==> src/hdl/ans_pkg.sv <==
// ----------------------------------------------------------------------------
// ans_pkg
// Types and constants shared by the nonce session table modules.
// ----------------------------------------------------------------------------
package ans_pkg;

  // default table size and reset values
  localparam int unsigned TABLE_ENTRIES_DEF = 16;
  localparam logic [15:0] ISSUE_COUNT_RESET = 16'hCA53;
  localparam logic [15:0] TIMEOUT_RESET     = 16'd300;

  typedef enum logic {
    CMD_START    = 1'b0,
    CMD_VALIDATE = 1'b1
  } cmd_t;

  typedef enum logic [1:0] {
    STAT_ISSUED   = 2'd0,
    STAT_FULL     = 2'd1,
    STAT_ACCEPTED = 2'd2,
    STAT_REJECTED = 2'd3
  } status_t;

  typedef enum logic [1:0] {
    ST_IDLE,
    ST_START,
    ST_VAL,
    ST_RESULT
  } state_t;

  // request word
  typedef struct packed {
    cmd_t        cmd;
    logic [31:0] now_time;
    logic [31:0] random_nonce;
    logic [31:0] random_opaque;
    logic [31:0] given_nonce_time;
    logic [15:0] given_nonce_count;
    logic [31:0] given_nonce_random;
    logic [31:0] given_opaque;
    logic        realm_ok;
    logic        fields_present;
  } req_t;

  // response word
  typedef struct packed {
    status_t     status;
    logic [31:0] nonce_time;
    logic [15:0] nonce_count;
    logic [31:0] nonce_random;
    logic [31:0] opaque_out;
  } rsp_t;

  // one table entry as stored in the slot memory
  typedef struct packed {
    logic [31:0] stamp;
    logic [15:0] count;
    logic [31:0] nonce_random;
    logic [31:0] opaque;
  } slot_t;

  localparam int unsigned SLOT_W = $bits(slot_t);

endpackage

==> src/hdl/ans_stream_if.sv <==
// ----------------------------------------------------------------------------
// ans_stream_if
// Valid/ready channel carrying one word of a given payload type.
// ----------------------------------------------------------------------------
interface ans_stream_if #(
  parameter type payload_t = logic
);
  logic     valid;
  logic     ready;
  payload_t data;

  modport source (output valid, output data, input ready);
  modport sink   (input valid, input data, output ready);
endinterface

==> src/hdl/ans_ram.sv <==
// ----------------------------------------------------------------------------
// ans_ram
// Simple dual-port synchronous RAM, one write and one registered read port.
// ----------------------------------------------------------------------------
module ans_ram #(
  parameter int unsigned WIDTH = 8,
  parameter int unsigned DEPTH = 16,
  parameter int unsigned ADDR_W = (DEPTH > 1) ? $clog2(DEPTH) : 1
) (
  input  logic              clk,
  input  logic              we,
  input  logic [ADDR_W-1:0] waddr,
  input  logic [WIDTH-1:0]  wdata,
  input  logic              re,
  input  logic [ADDR_W-1:0] raddr,
  output logic [WIDTH-1:0]  rdata
);

  logic [WIDTH-1:0] mem [DEPTH];

  // write port
  always_ff @(posedge clk) begin
    if (we) begin
      mem[waddr] <= wdata;
    end
  end

  // registered read port
  always_ff @(posedge clk) begin
    if (re) begin
      rdata <= mem[raddr];
    end
  end

endmodule

==> src/hdl/ans_ctrl.sv <==
// ----------------------------------------------------------------------------
// ans_ctrl
// Command sequencer: slot allocation, validate scan over the slot memory,
// slot valid bits and issue counter.
// ----------------------------------------------------------------------------
module ans_ctrl #(
  parameter int unsigned TABLE_ENTRIES = ans_pkg::TABLE_ENTRIES_DEF,
  parameter int unsigned IDX_W = (TABLE_ENTRIES > 1) ? $clog2(TABLE_ENTRIES) : 1
) (
  input  logic                 clk,
  input  logic                 rst,
  input  logic                 item_valid,
  output logic                 item_ready,
  input  ans_pkg::req_t        item,
  input  logic [15:0]          timeout_seconds,
  output logic                 res_valid,
  input  logic                 res_ready,
  output ans_pkg::rsp_t        res,
  output logic                 mem_we,
  output logic [IDX_W-1:0]     mem_waddr,
  output ans_pkg::slot_t       mem_wdata,
  output logic                 mem_re,
  output logic [IDX_W-1:0]     mem_raddr,
  input  ans_pkg::slot_t       mem_rdata
);
  import ans_pkg::*;

  localparam logic [IDX_W-1:0] LAST_IDX = IDX_W'(TABLE_ENTRIES - 1);

  state_t                   state, state_next;
  logic [IDX_W-1:0]         idx, idx_next;
  logic [TABLE_ENTRIES-1:0] slot_valid, slot_valid_next;
  logic [15:0]              issue_count, issue_count_next;
  req_t                     item_q;
  rsp_t                     res_next;
  logic                     expired;
  logic                     match;

  // expiry: stamp plus timeout, 33 bits, below current time
  assign expired = ({1'b0, mem_rdata.stamp} + {17'b0, timeout_seconds})
                   < {1'b0, item_q.now_time};

  assign match = item_q.realm_ok
              && (mem_rdata.stamp        == item_q.given_nonce_time)
              && (mem_rdata.count        == item_q.given_nonce_count)
              && (mem_rdata.nonce_random == item_q.given_nonce_random)
              && (mem_rdata.opaque       == item_q.given_opaque);

  // control registers
  always_ff @(posedge clk) begin
    if (rst) begin
      state       <= ST_IDLE;
      idx         <= '0;
      slot_valid  <= '0;
      issue_count <= ISSUE_COUNT_RESET;
    end else begin
      state       <= state_next;
      idx         <= idx_next;
      slot_valid  <= slot_valid_next;
      issue_count <= issue_count_next;
    end
  end

  // captured request and pending result
  always_ff @(posedge clk) begin
    if (item_valid && item_ready) begin
      item_q <= item;
    end
    res <= res_next;
  end

  // next state and memory accesses
  always_comb begin
    state_next       = state;
    idx_next         = idx;
    slot_valid_next  = slot_valid;
    issue_count_next = issue_count;
    res_next         = res;
    item_ready       = (state == ST_IDLE);
    res_valid        = (state == ST_RESULT);
    mem_we           = 1'b0;
    mem_waddr        = idx;
    mem_wdata        = '{stamp: item_q.now_time, count: issue_count,
                         nonce_random: item_q.random_nonce,
                         opaque: item_q.random_opaque};
    mem_re           = 1'b0;
    mem_raddr        = '0;

    unique case (state)
      ST_IDLE: begin
        if (item_valid) begin
          idx_next = '0;
          if (item.cmd == CMD_START) begin
            state_next = ST_START;
          end else if (!item.fields_present) begin
            res_next   = '{status: STAT_REJECTED, default: '0};
            state_next = ST_RESULT;
          end else begin
            mem_re     = 1'b1;
            state_next = ST_VAL;
          end
        end
      end

      // walk the valid bits for the lowest free slot
      ST_START: begin
        if (!slot_valid[idx]) begin
          mem_we               = 1'b1;
          slot_valid_next[idx] = 1'b1;
          issue_count_next     = issue_count + 16'd1;
          res_next = '{status: STAT_ISSUED, nonce_time: item_q.now_time,
                       nonce_count: issue_count,
                       nonce_random: item_q.random_nonce,
                       opaque_out: item_q.random_opaque};
          state_next = ST_RESULT;
        end else if (idx == LAST_IDX) begin
          res_next   = '{status: STAT_FULL, default: '0};
          state_next = ST_RESULT;
        end else begin
          idx_next = idx + 1'b1;
        end
      end

      // data for slot idx is here; the read of idx+1 goes out meanwhile
      ST_VAL: begin
        if (slot_valid[idx] && !expired && match) begin
          slot_valid_next[idx] = 1'b0;
          res_next   = '{status: STAT_ACCEPTED, default: '0};
          state_next = ST_RESULT;
        end else begin
          if (slot_valid[idx] && expired) begin
            slot_valid_next[idx] = 1'b0;
          end
          if (idx == LAST_IDX) begin
            res_next   = '{status: STAT_REJECTED, default: '0};
            state_next = ST_RESULT;
          end else begin
            idx_next  = idx + 1'b1;
            mem_re    = 1'b1;
            mem_raddr = idx + 1'b1;
          end
        end
      end

      ST_RESULT: begin
        if (res_ready) begin
          state_next = ST_IDLE;
        end
      end

      default: state_next = ST_IDLE;
    endcase
  end

endmodule

==> src/hdl/auth_nonce_session_table_core.sv <==
// ----------------------------------------------------------------------------
// auth_nonce_session_table_core
// Table of one-time authentication nonces with start and validate commands.
// ----------------------------------------------------------------------------
// usage
//   req: request words (start or validate) on a valid/ready channel
//   rsp: one response word per request, held in an output register
//   cfg_wr_en / cfg_wr_data: write of timeout_seconds, only while idle
// timing
//   one request at a time; the slot memory is scanned one slot per cycle
//   start: walks the valid bits from slot 0 to the lowest free slot
//   (table full: STAT_FULL once the last slot is taken)
//   validate: scans up to TABLE_ENTRIES slots, stopping early on a match;
//   missing fields give a result without any scan
//   the scan pace is set by the single read port of the slot memory
// reset
//   all slots free, issue counter 0xCA53, timeout 300, no response pending
// stall
//   a waiting response sits in the output register; the next request is
//   taken meanwhile and its result waits until the register frees up
// ----------------------------------------------------------------------------
module auth_nonce_session_table_core #(
  parameter int unsigned TABLE_ENTRIES = ans_pkg::TABLE_ENTRIES_DEF
) (
  input  logic               clk,
  input  logic               rst,
  ans_stream_if.sink         req,
  ans_stream_if.source       rsp,
  input  logic               cfg_wr_en,
  input  logic [15:0]        cfg_wr_data
);
  import ans_pkg::*;

  localparam int unsigned IDX_W = (TABLE_ENTRIES > 1) ? $clog2(TABLE_ENTRIES) : 1;

  logic [15:0]      timeout_seconds;
  logic             item_ready;
  logic             res_valid;
  logic             res_ready;
  rsp_t             res;
  logic             mem_we;
  logic [IDX_W-1:0] mem_waddr;
  slot_t            mem_wdata;
  logic             mem_re;
  logic [IDX_W-1:0] mem_raddr;
  slot_t            mem_rdata;
  logic             out_valid;
  rsp_t             out_data;

  // timeout register
  always_ff @(posedge clk) begin
    if (rst) begin
      timeout_seconds <= TIMEOUT_RESET;
    end else if (cfg_wr_en) begin
      timeout_seconds <= cfg_wr_data;
    end
  end

  ans_ctrl #(
    .TABLE_ENTRIES (TABLE_ENTRIES),
    .IDX_W         (IDX_W)
  ) u_ctrl (
    .clk             (clk),
    .rst             (rst),
    .item_valid      (req.valid),
    .item_ready      (item_ready),
    .item            (req.data),
    .timeout_seconds (timeout_seconds),
    .res_valid       (res_valid),
    .res_ready       (res_ready),
    .res             (res),
    .mem_we          (mem_we),
    .mem_waddr       (mem_waddr),
    .mem_wdata       (mem_wdata),
    .mem_re          (mem_re),
    .mem_raddr       (mem_raddr),
    .mem_rdata       (mem_rdata)
  );

  ans_ram #(
    .WIDTH  (SLOT_W),
    .DEPTH  (TABLE_ENTRIES),
    .ADDR_W (IDX_W)
  ) u_slot_ram (
    .clk   (clk),
    .we    (mem_we),
    .waddr (mem_waddr),
    .wdata (mem_wdata),
    .re    (mem_re),
    .raddr (mem_raddr),
    .rdata (mem_rdata)
  );

  assign req.ready = item_ready;

  // output register
  assign res_ready = !out_valid || rsp.ready;

  always_ff @(posedge clk) begin
    if (rst) begin
      out_valid <= 1'b0;
    end else if (res_ready) begin
      out_valid <= res_valid;
    end
  end

  always_ff @(posedge clk) begin
    if (res_ready && res_valid) begin
      out_data <= res;
    end
  end

  assign rsp.valid = out_valid;
  assign rsp.data  = out_data;

`ifndef ASSERT_OFF
  // one request in flight: no accept right after an accept
  a_one_at_a_time: assert property (@(posedge clk) disable iff (rst)
    req.valid && req.ready |=> !req.ready)
    else $error("request accepted while previous one in progress");

  // only an issued nonce carries payload
  a_zero_payload: assert property (@(posedge clk) disable iff (rst)
    rsp.valid && (rsp.data.status != STAT_ISSUED) |->
      (rsp.data.nonce_time == 32'd0) && (rsp.data.nonce_count == 16'd0)
      && (rsp.data.nonce_random == 32'd0) && (rsp.data.opaque_out == 32'd0))
    else $error("non-issue response with nonzero payload");

  // a result held back by a full output register stays put
  a_result_held: assert property (@(posedge clk) disable iff (rst)
    res_valid && !res_ready |=> res_valid && $stable(res))
    else $error("pending result changed while stalled");
`endif

endmodule

==> src/flat_wrapper.sv <==
// flat-port wrapper written by rule: the top's interface ports become plain ports
module auth_nonce_session_table_core_flat import ans_pkg::*;
#(
  parameter int unsigned TABLE_ENTRIES = ans_pkg::TABLE_ENTRIES_DEF
)
  (clk, rst, cfg_wr_en, cfg_wr_data, req_valid, req_data, req_ready, rsp_valid, rsp_data, rsp_ready);
  ans_stream_if #(.payload_t(req_t)) req_i ();
  ans_stream_if #(.payload_t(rsp_t)) rsp_i ();
  input  logic clk;
  input  logic rst;
  input  logic cfg_wr_en;
  input  logic [15:0] cfg_wr_data;
  input wire logic [$bits(req_i.valid)-1:0] req_valid;
  input wire logic [$bits(req_i.data)-1:0] req_data;
  output wire logic [$bits(req_i.ready)-1:0] req_ready;
  output wire logic [$bits(rsp_i.valid)-1:0] rsp_valid;
  output wire logic [$bits(rsp_i.data)-1:0] rsp_data;
  input wire logic [$bits(rsp_i.ready)-1:0] rsp_ready;
  assign req_i.valid = req_valid;
  assign req_i.data = req_data;
  assign req_ready = req_i.ready;
  assign rsp_valid = rsp_i.valid;
  assign rsp_data = rsp_i.data;
  assign rsp_i.ready = rsp_ready;
  auth_nonce_session_table_core #(.TABLE_ENTRIES(TABLE_ENTRIES)) u_core (.clk(clk), .rst(rst), .req(req_i), .rsp(rsp_i), .cfg_wr_en(cfg_wr_en), .cfg_wr_data(cfg_wr_data));
endmodule
==> config.mk <==
export PLATFORM = sky130hd
export DESIGN_NAME = auth_nonce_session_table_core_flat
export DESIGN_NICKNAME = d
export VERILOG_FILES = /design/src/hdl/ans_pkg.sv /design/src/hdl/ans_stream_if.sv /design/src/hdl/ans_ram.sv /design/src/hdl/ans_ctrl.sv /design/src/hdl/auth_nonce_session_table_core.sv /design/src/flat_wrapper.sv
export SDC_FILE = /design/constraint.sdc
export NUM_CORES = 2
export LEC_CHECK = 0
export BUFFER_PORTS_ARGS = -buffer_cell sky130_fd_sc_hd__clkbuf_2
export CORE_MARGIN = 2
export CORE_UTILIZATION = 45
export DETAILED_ROUTE_END_ITERATION = 16
export GPL_TIMING_DRIVEN = 0
export PLACE_DENSITY = 0.66
export RECOVER_POWER = 50
export REMOVE_ABC_BUFFERS = 1
export SYNTH_ARGS = -nofsm -noshare
export SYNTH_HDL_FRONTEND = slang
export SYNTH_SLANG_ARGS = --single-unit
==> constraint.sdc <==
create_clock -name clk -period 28.1 [get_ports clk]
set_input_delay 5.62 -clock clk [delete_from_list [all_inputs] [get_ports clk]]
set_output_delay 5.62 -clock clk [all_outputs]
set_load 0.005 [all_outputs]
==> qor.txt <==
Worst Setup Slack, final -> 16750 ps
worst min path class -> reg2reg
setup TNS -> 0 ps
Die W -> 461 µm
crit share post-route -> 40.4%
CP Data Required Time -> 28650 ps
synth unique cells -> 62
die area -> 0.213 mm²
area occupied by multi-input gates -> 0.0210 mm²
Resized Gates After CTS -> 0
clock tree buffer depth -> 3
synthesis-to-finish area growth -> 17.5%
Port Buffer Count -> 347
startpoint types -> register
Mean Syn Cell Area -> 15.9 µm²
Max VDD drop -> 0.0000719 V
hpwl dp -> 169 mm
Iter 0 DRT Violations -> 7251
pre-CTS WS -> 19080 ps
Cell Rows -> 167
Vias -> 55800
postcts setup bufs -> 0
LEAKAGE -> 38.7 nW
wirelength, routed -> 263 mm
first-pass GRT wire length -> 371 mm
Post-route DRC -> 0
Post-synth top flop -> edfxtp_1
crit path from -> u_core.u_ctrl.mem_waddr[0]
CP endpoint kind -> register
number of buffers created by CTS -> 238
Max Cap Viol -> 27
#FFs+latches synth -> 2396
Slew Viols, Final -> 597
# nets final -> 6702
clk_skew -> 51.8 ps
CTS H-tree depth -> 4
CP max stage cell -> clkbuf_1
fraction of layout cells with a size suffix above 1 -> 15.3%
Core Box Area -> 0.207 mm²
clk slew on worst S/H paths -> 70 ps
Starting Density -> 45.4%
routability cong. -> 0.840
IO Count -> 348
outcome -> finished with violations
Seq. cell area -> 0.0714 mm²
number of global-route vias before repair -> 53000
GRT Overall Usage -> 24.2%
drt pass-1 iters -> 7
relative slew slack -> -125%
die height -> 461 µm
worst skew pair latency -> 910 ps
sequential area share after synthesis -> 75.8%
count of flip-flops with a built-in enable after synthesis -> 2341
critical path type -> reg2reg
Reg-to-Reg Start -> u_core.u_ctrl.mem_waddr[0]
Sink Count -> 2396
Fin. Hold Viols -> 0
failing checks -> max-capacitance violations, max-slew violations
Post-Syn Instances -> 5930
RSZ-0062 raised after global routing -> false
PwrDens -> 82.2 mW/mm²
slowest cell delay on critical path -> 2160 ps
Synthesis Warnings -> 0
CTS Hold Bufs -> 0
Mapped Area -> 0.0942 mm²
endpoints failing setup -> 0
Final Critical Period -> 11350 ps
FFs w/ async S/R, synth -> 0%
vias per std cell -> 5.93
TritonCTS clock tree -> done
Fillers -> 16300
crit-path max FO -> 45
WL per Instance -> 27.9 µm
grt total ovfl -> 0
FMAX -> 88.1 MHz
cells along the critical path -> clkbuf_1 -> mux4_2 -> mux4_2 -> nor2b_1 -> clkbuf_1 -> nand2_1 -> nor2_1 -> clkbuf_1 -> clkbuf_1 -> buf_12
Worst Hold Launch -> u_core.u_ctrl.res[53]
largest net degree at the start of global routing -> 93
Routed Antenna Nets -> 0
initial antenna violation count -> 13
CP arrival -> 11900 ps
worst slew pin tran -> 3370 ps
Crit path top cell by count -> clkbuf_1
root buffer cell -> clkbuf_16
worst paths after layout:
kind,slack [ps],end,cells after the start
min,390,u_core.rsp.data[53],0
min reg2reg,390,u_core.rsp.data[53],0
max,16750,u_core.u_slot_ram.mem[7][8],10
max reg2reg,16750,u_core.u_slot_ram.mem[7][8],10
critical path: cells and delay by family (launching register included):
family / cells / cell delay, ps
AND/OR/NAND/NOR: 3 / 1800
flip-flops: 1 / 1540
multiplexers: 2 / 1270
buffers and inverters: 5 / 6320
power breakdown:
| group | internal [mW] | leakage [nW] | switching [mW] |
|---|---|---|---|
| clock | 1.85 | 3.90 | 1.40 |
| combinational | 0.511 | 12.9 | 0.859 |
| sequential | 4.26 | 22.0 | 0.215 |
layer usage:
layer	wire length (µm)	GRT usage (%)	up-vias	part of all wire [%]
met5	0	0	-	0
met4	10900	10.1	0	4.1
met3	23600	3.79	474	9.0
met2	122000	37.6	2925	46
met1	107000	33.9	28300	41
li1	-	-	24100	-
placed cells by master (no fill, tap or decap), types with 67 or more instances in the layout:
cell type	count
nand2_1	366
and3_1	333
o21ai_0	224
mux2i_1	437
a211oi_1	219
nor2b_1	149
o22ai_1	141
clkbuf_1	67
clkbuf_2	346
inv_1	83
a311o_1	104
edfxtp_1	2341
nand3_1	328
a21o_1	212
clkbuf_16	238
xnor2_1	73
synth_stat cells, types with 33 or more instances:
master    number  area [µm²]
nor2_1        64         240
ha_1          57         713
xnor2_1       73         639
a21oi_1       66         330
a211oi_1     219        1640
edfxtp_1    2341       70300
dfxtp_1       55        1100
o22ai_1      142         888
nand2b_1      33         206
nand2_1      368        1380
xor2_1        39         342
nand3_1      328        1640
inv_1         84         315
a311o_1      104        1040
mux2i_1      437        4370
buf_2         49         245
clkbuf_1     294        1100
o21ai_0      224        1120
nor2b_1      150         938
and3_1       333        2080
buf_1         39         146
a21o_1       212        1590
kinds of logic after synthesis:
kind of cell | count (synthesis) | share of synthesized area, %
AOI/OAI and AO/OA | 1070 | 8.00
DFF | 2396 | 75.8
and+or+nand+nor | 1368 | 7.48
xor gates and xnor gates | 112 | 1.04
muxes | 451 | 4.87
adders and majority gates | 58 | 0.779
buffers and inverters | 475 | 2.00
flip-flops by register name, indices dropped and copies added (netlist names), named ones only:
name / count
u_core.rsp.data: 114
u_core.rsp.valid: 1
u_core.timeout_seconds: 16
u_core.u_ctrl.issue_count: 16
u_core.u_ctrl.item_q: 113
u_core.u_ctrl.mem_waddr: 4
u_core.u_ctrl.mem_wdata: 96
u_core.u_ctrl.res: 114
u_core.u_ctrl.state: 2
u_core.u_slot_ram.mem: 1792
u_core.u_slot_ram.rdata: 112
final cells by class:
cell class,instances,area share (%)
tap,2788,3.15
multi-input combinational,3059,19.0
clock inverter,160,1.67
sequential,2396,64.5
timing repair buffer,633,5.73
clock buffer,289,5.60
antenna,4,0.00905
inverter,84,0.292
stage by stage:
stage | hold WS, ps | power, mW | area [µm²] | util, % | cells
after floorplan | 400 | 5.61 | 92600 | - | 5539
after global placement | 401 | 6.51 | 97800 | 47.1 | 8674
after detailed placement | 405 | 5.91 | 103000 | 49.6 | 8959
after global routing | 382 | 9.38 | 111000 | 53.3 | 9411
final | 392 | 9.09 | 111000 | 53.3 | 9413
after CTS | 390 | 9.14 | 111000 | 53.5 | 9408
(Power assumes the default switching activity.)
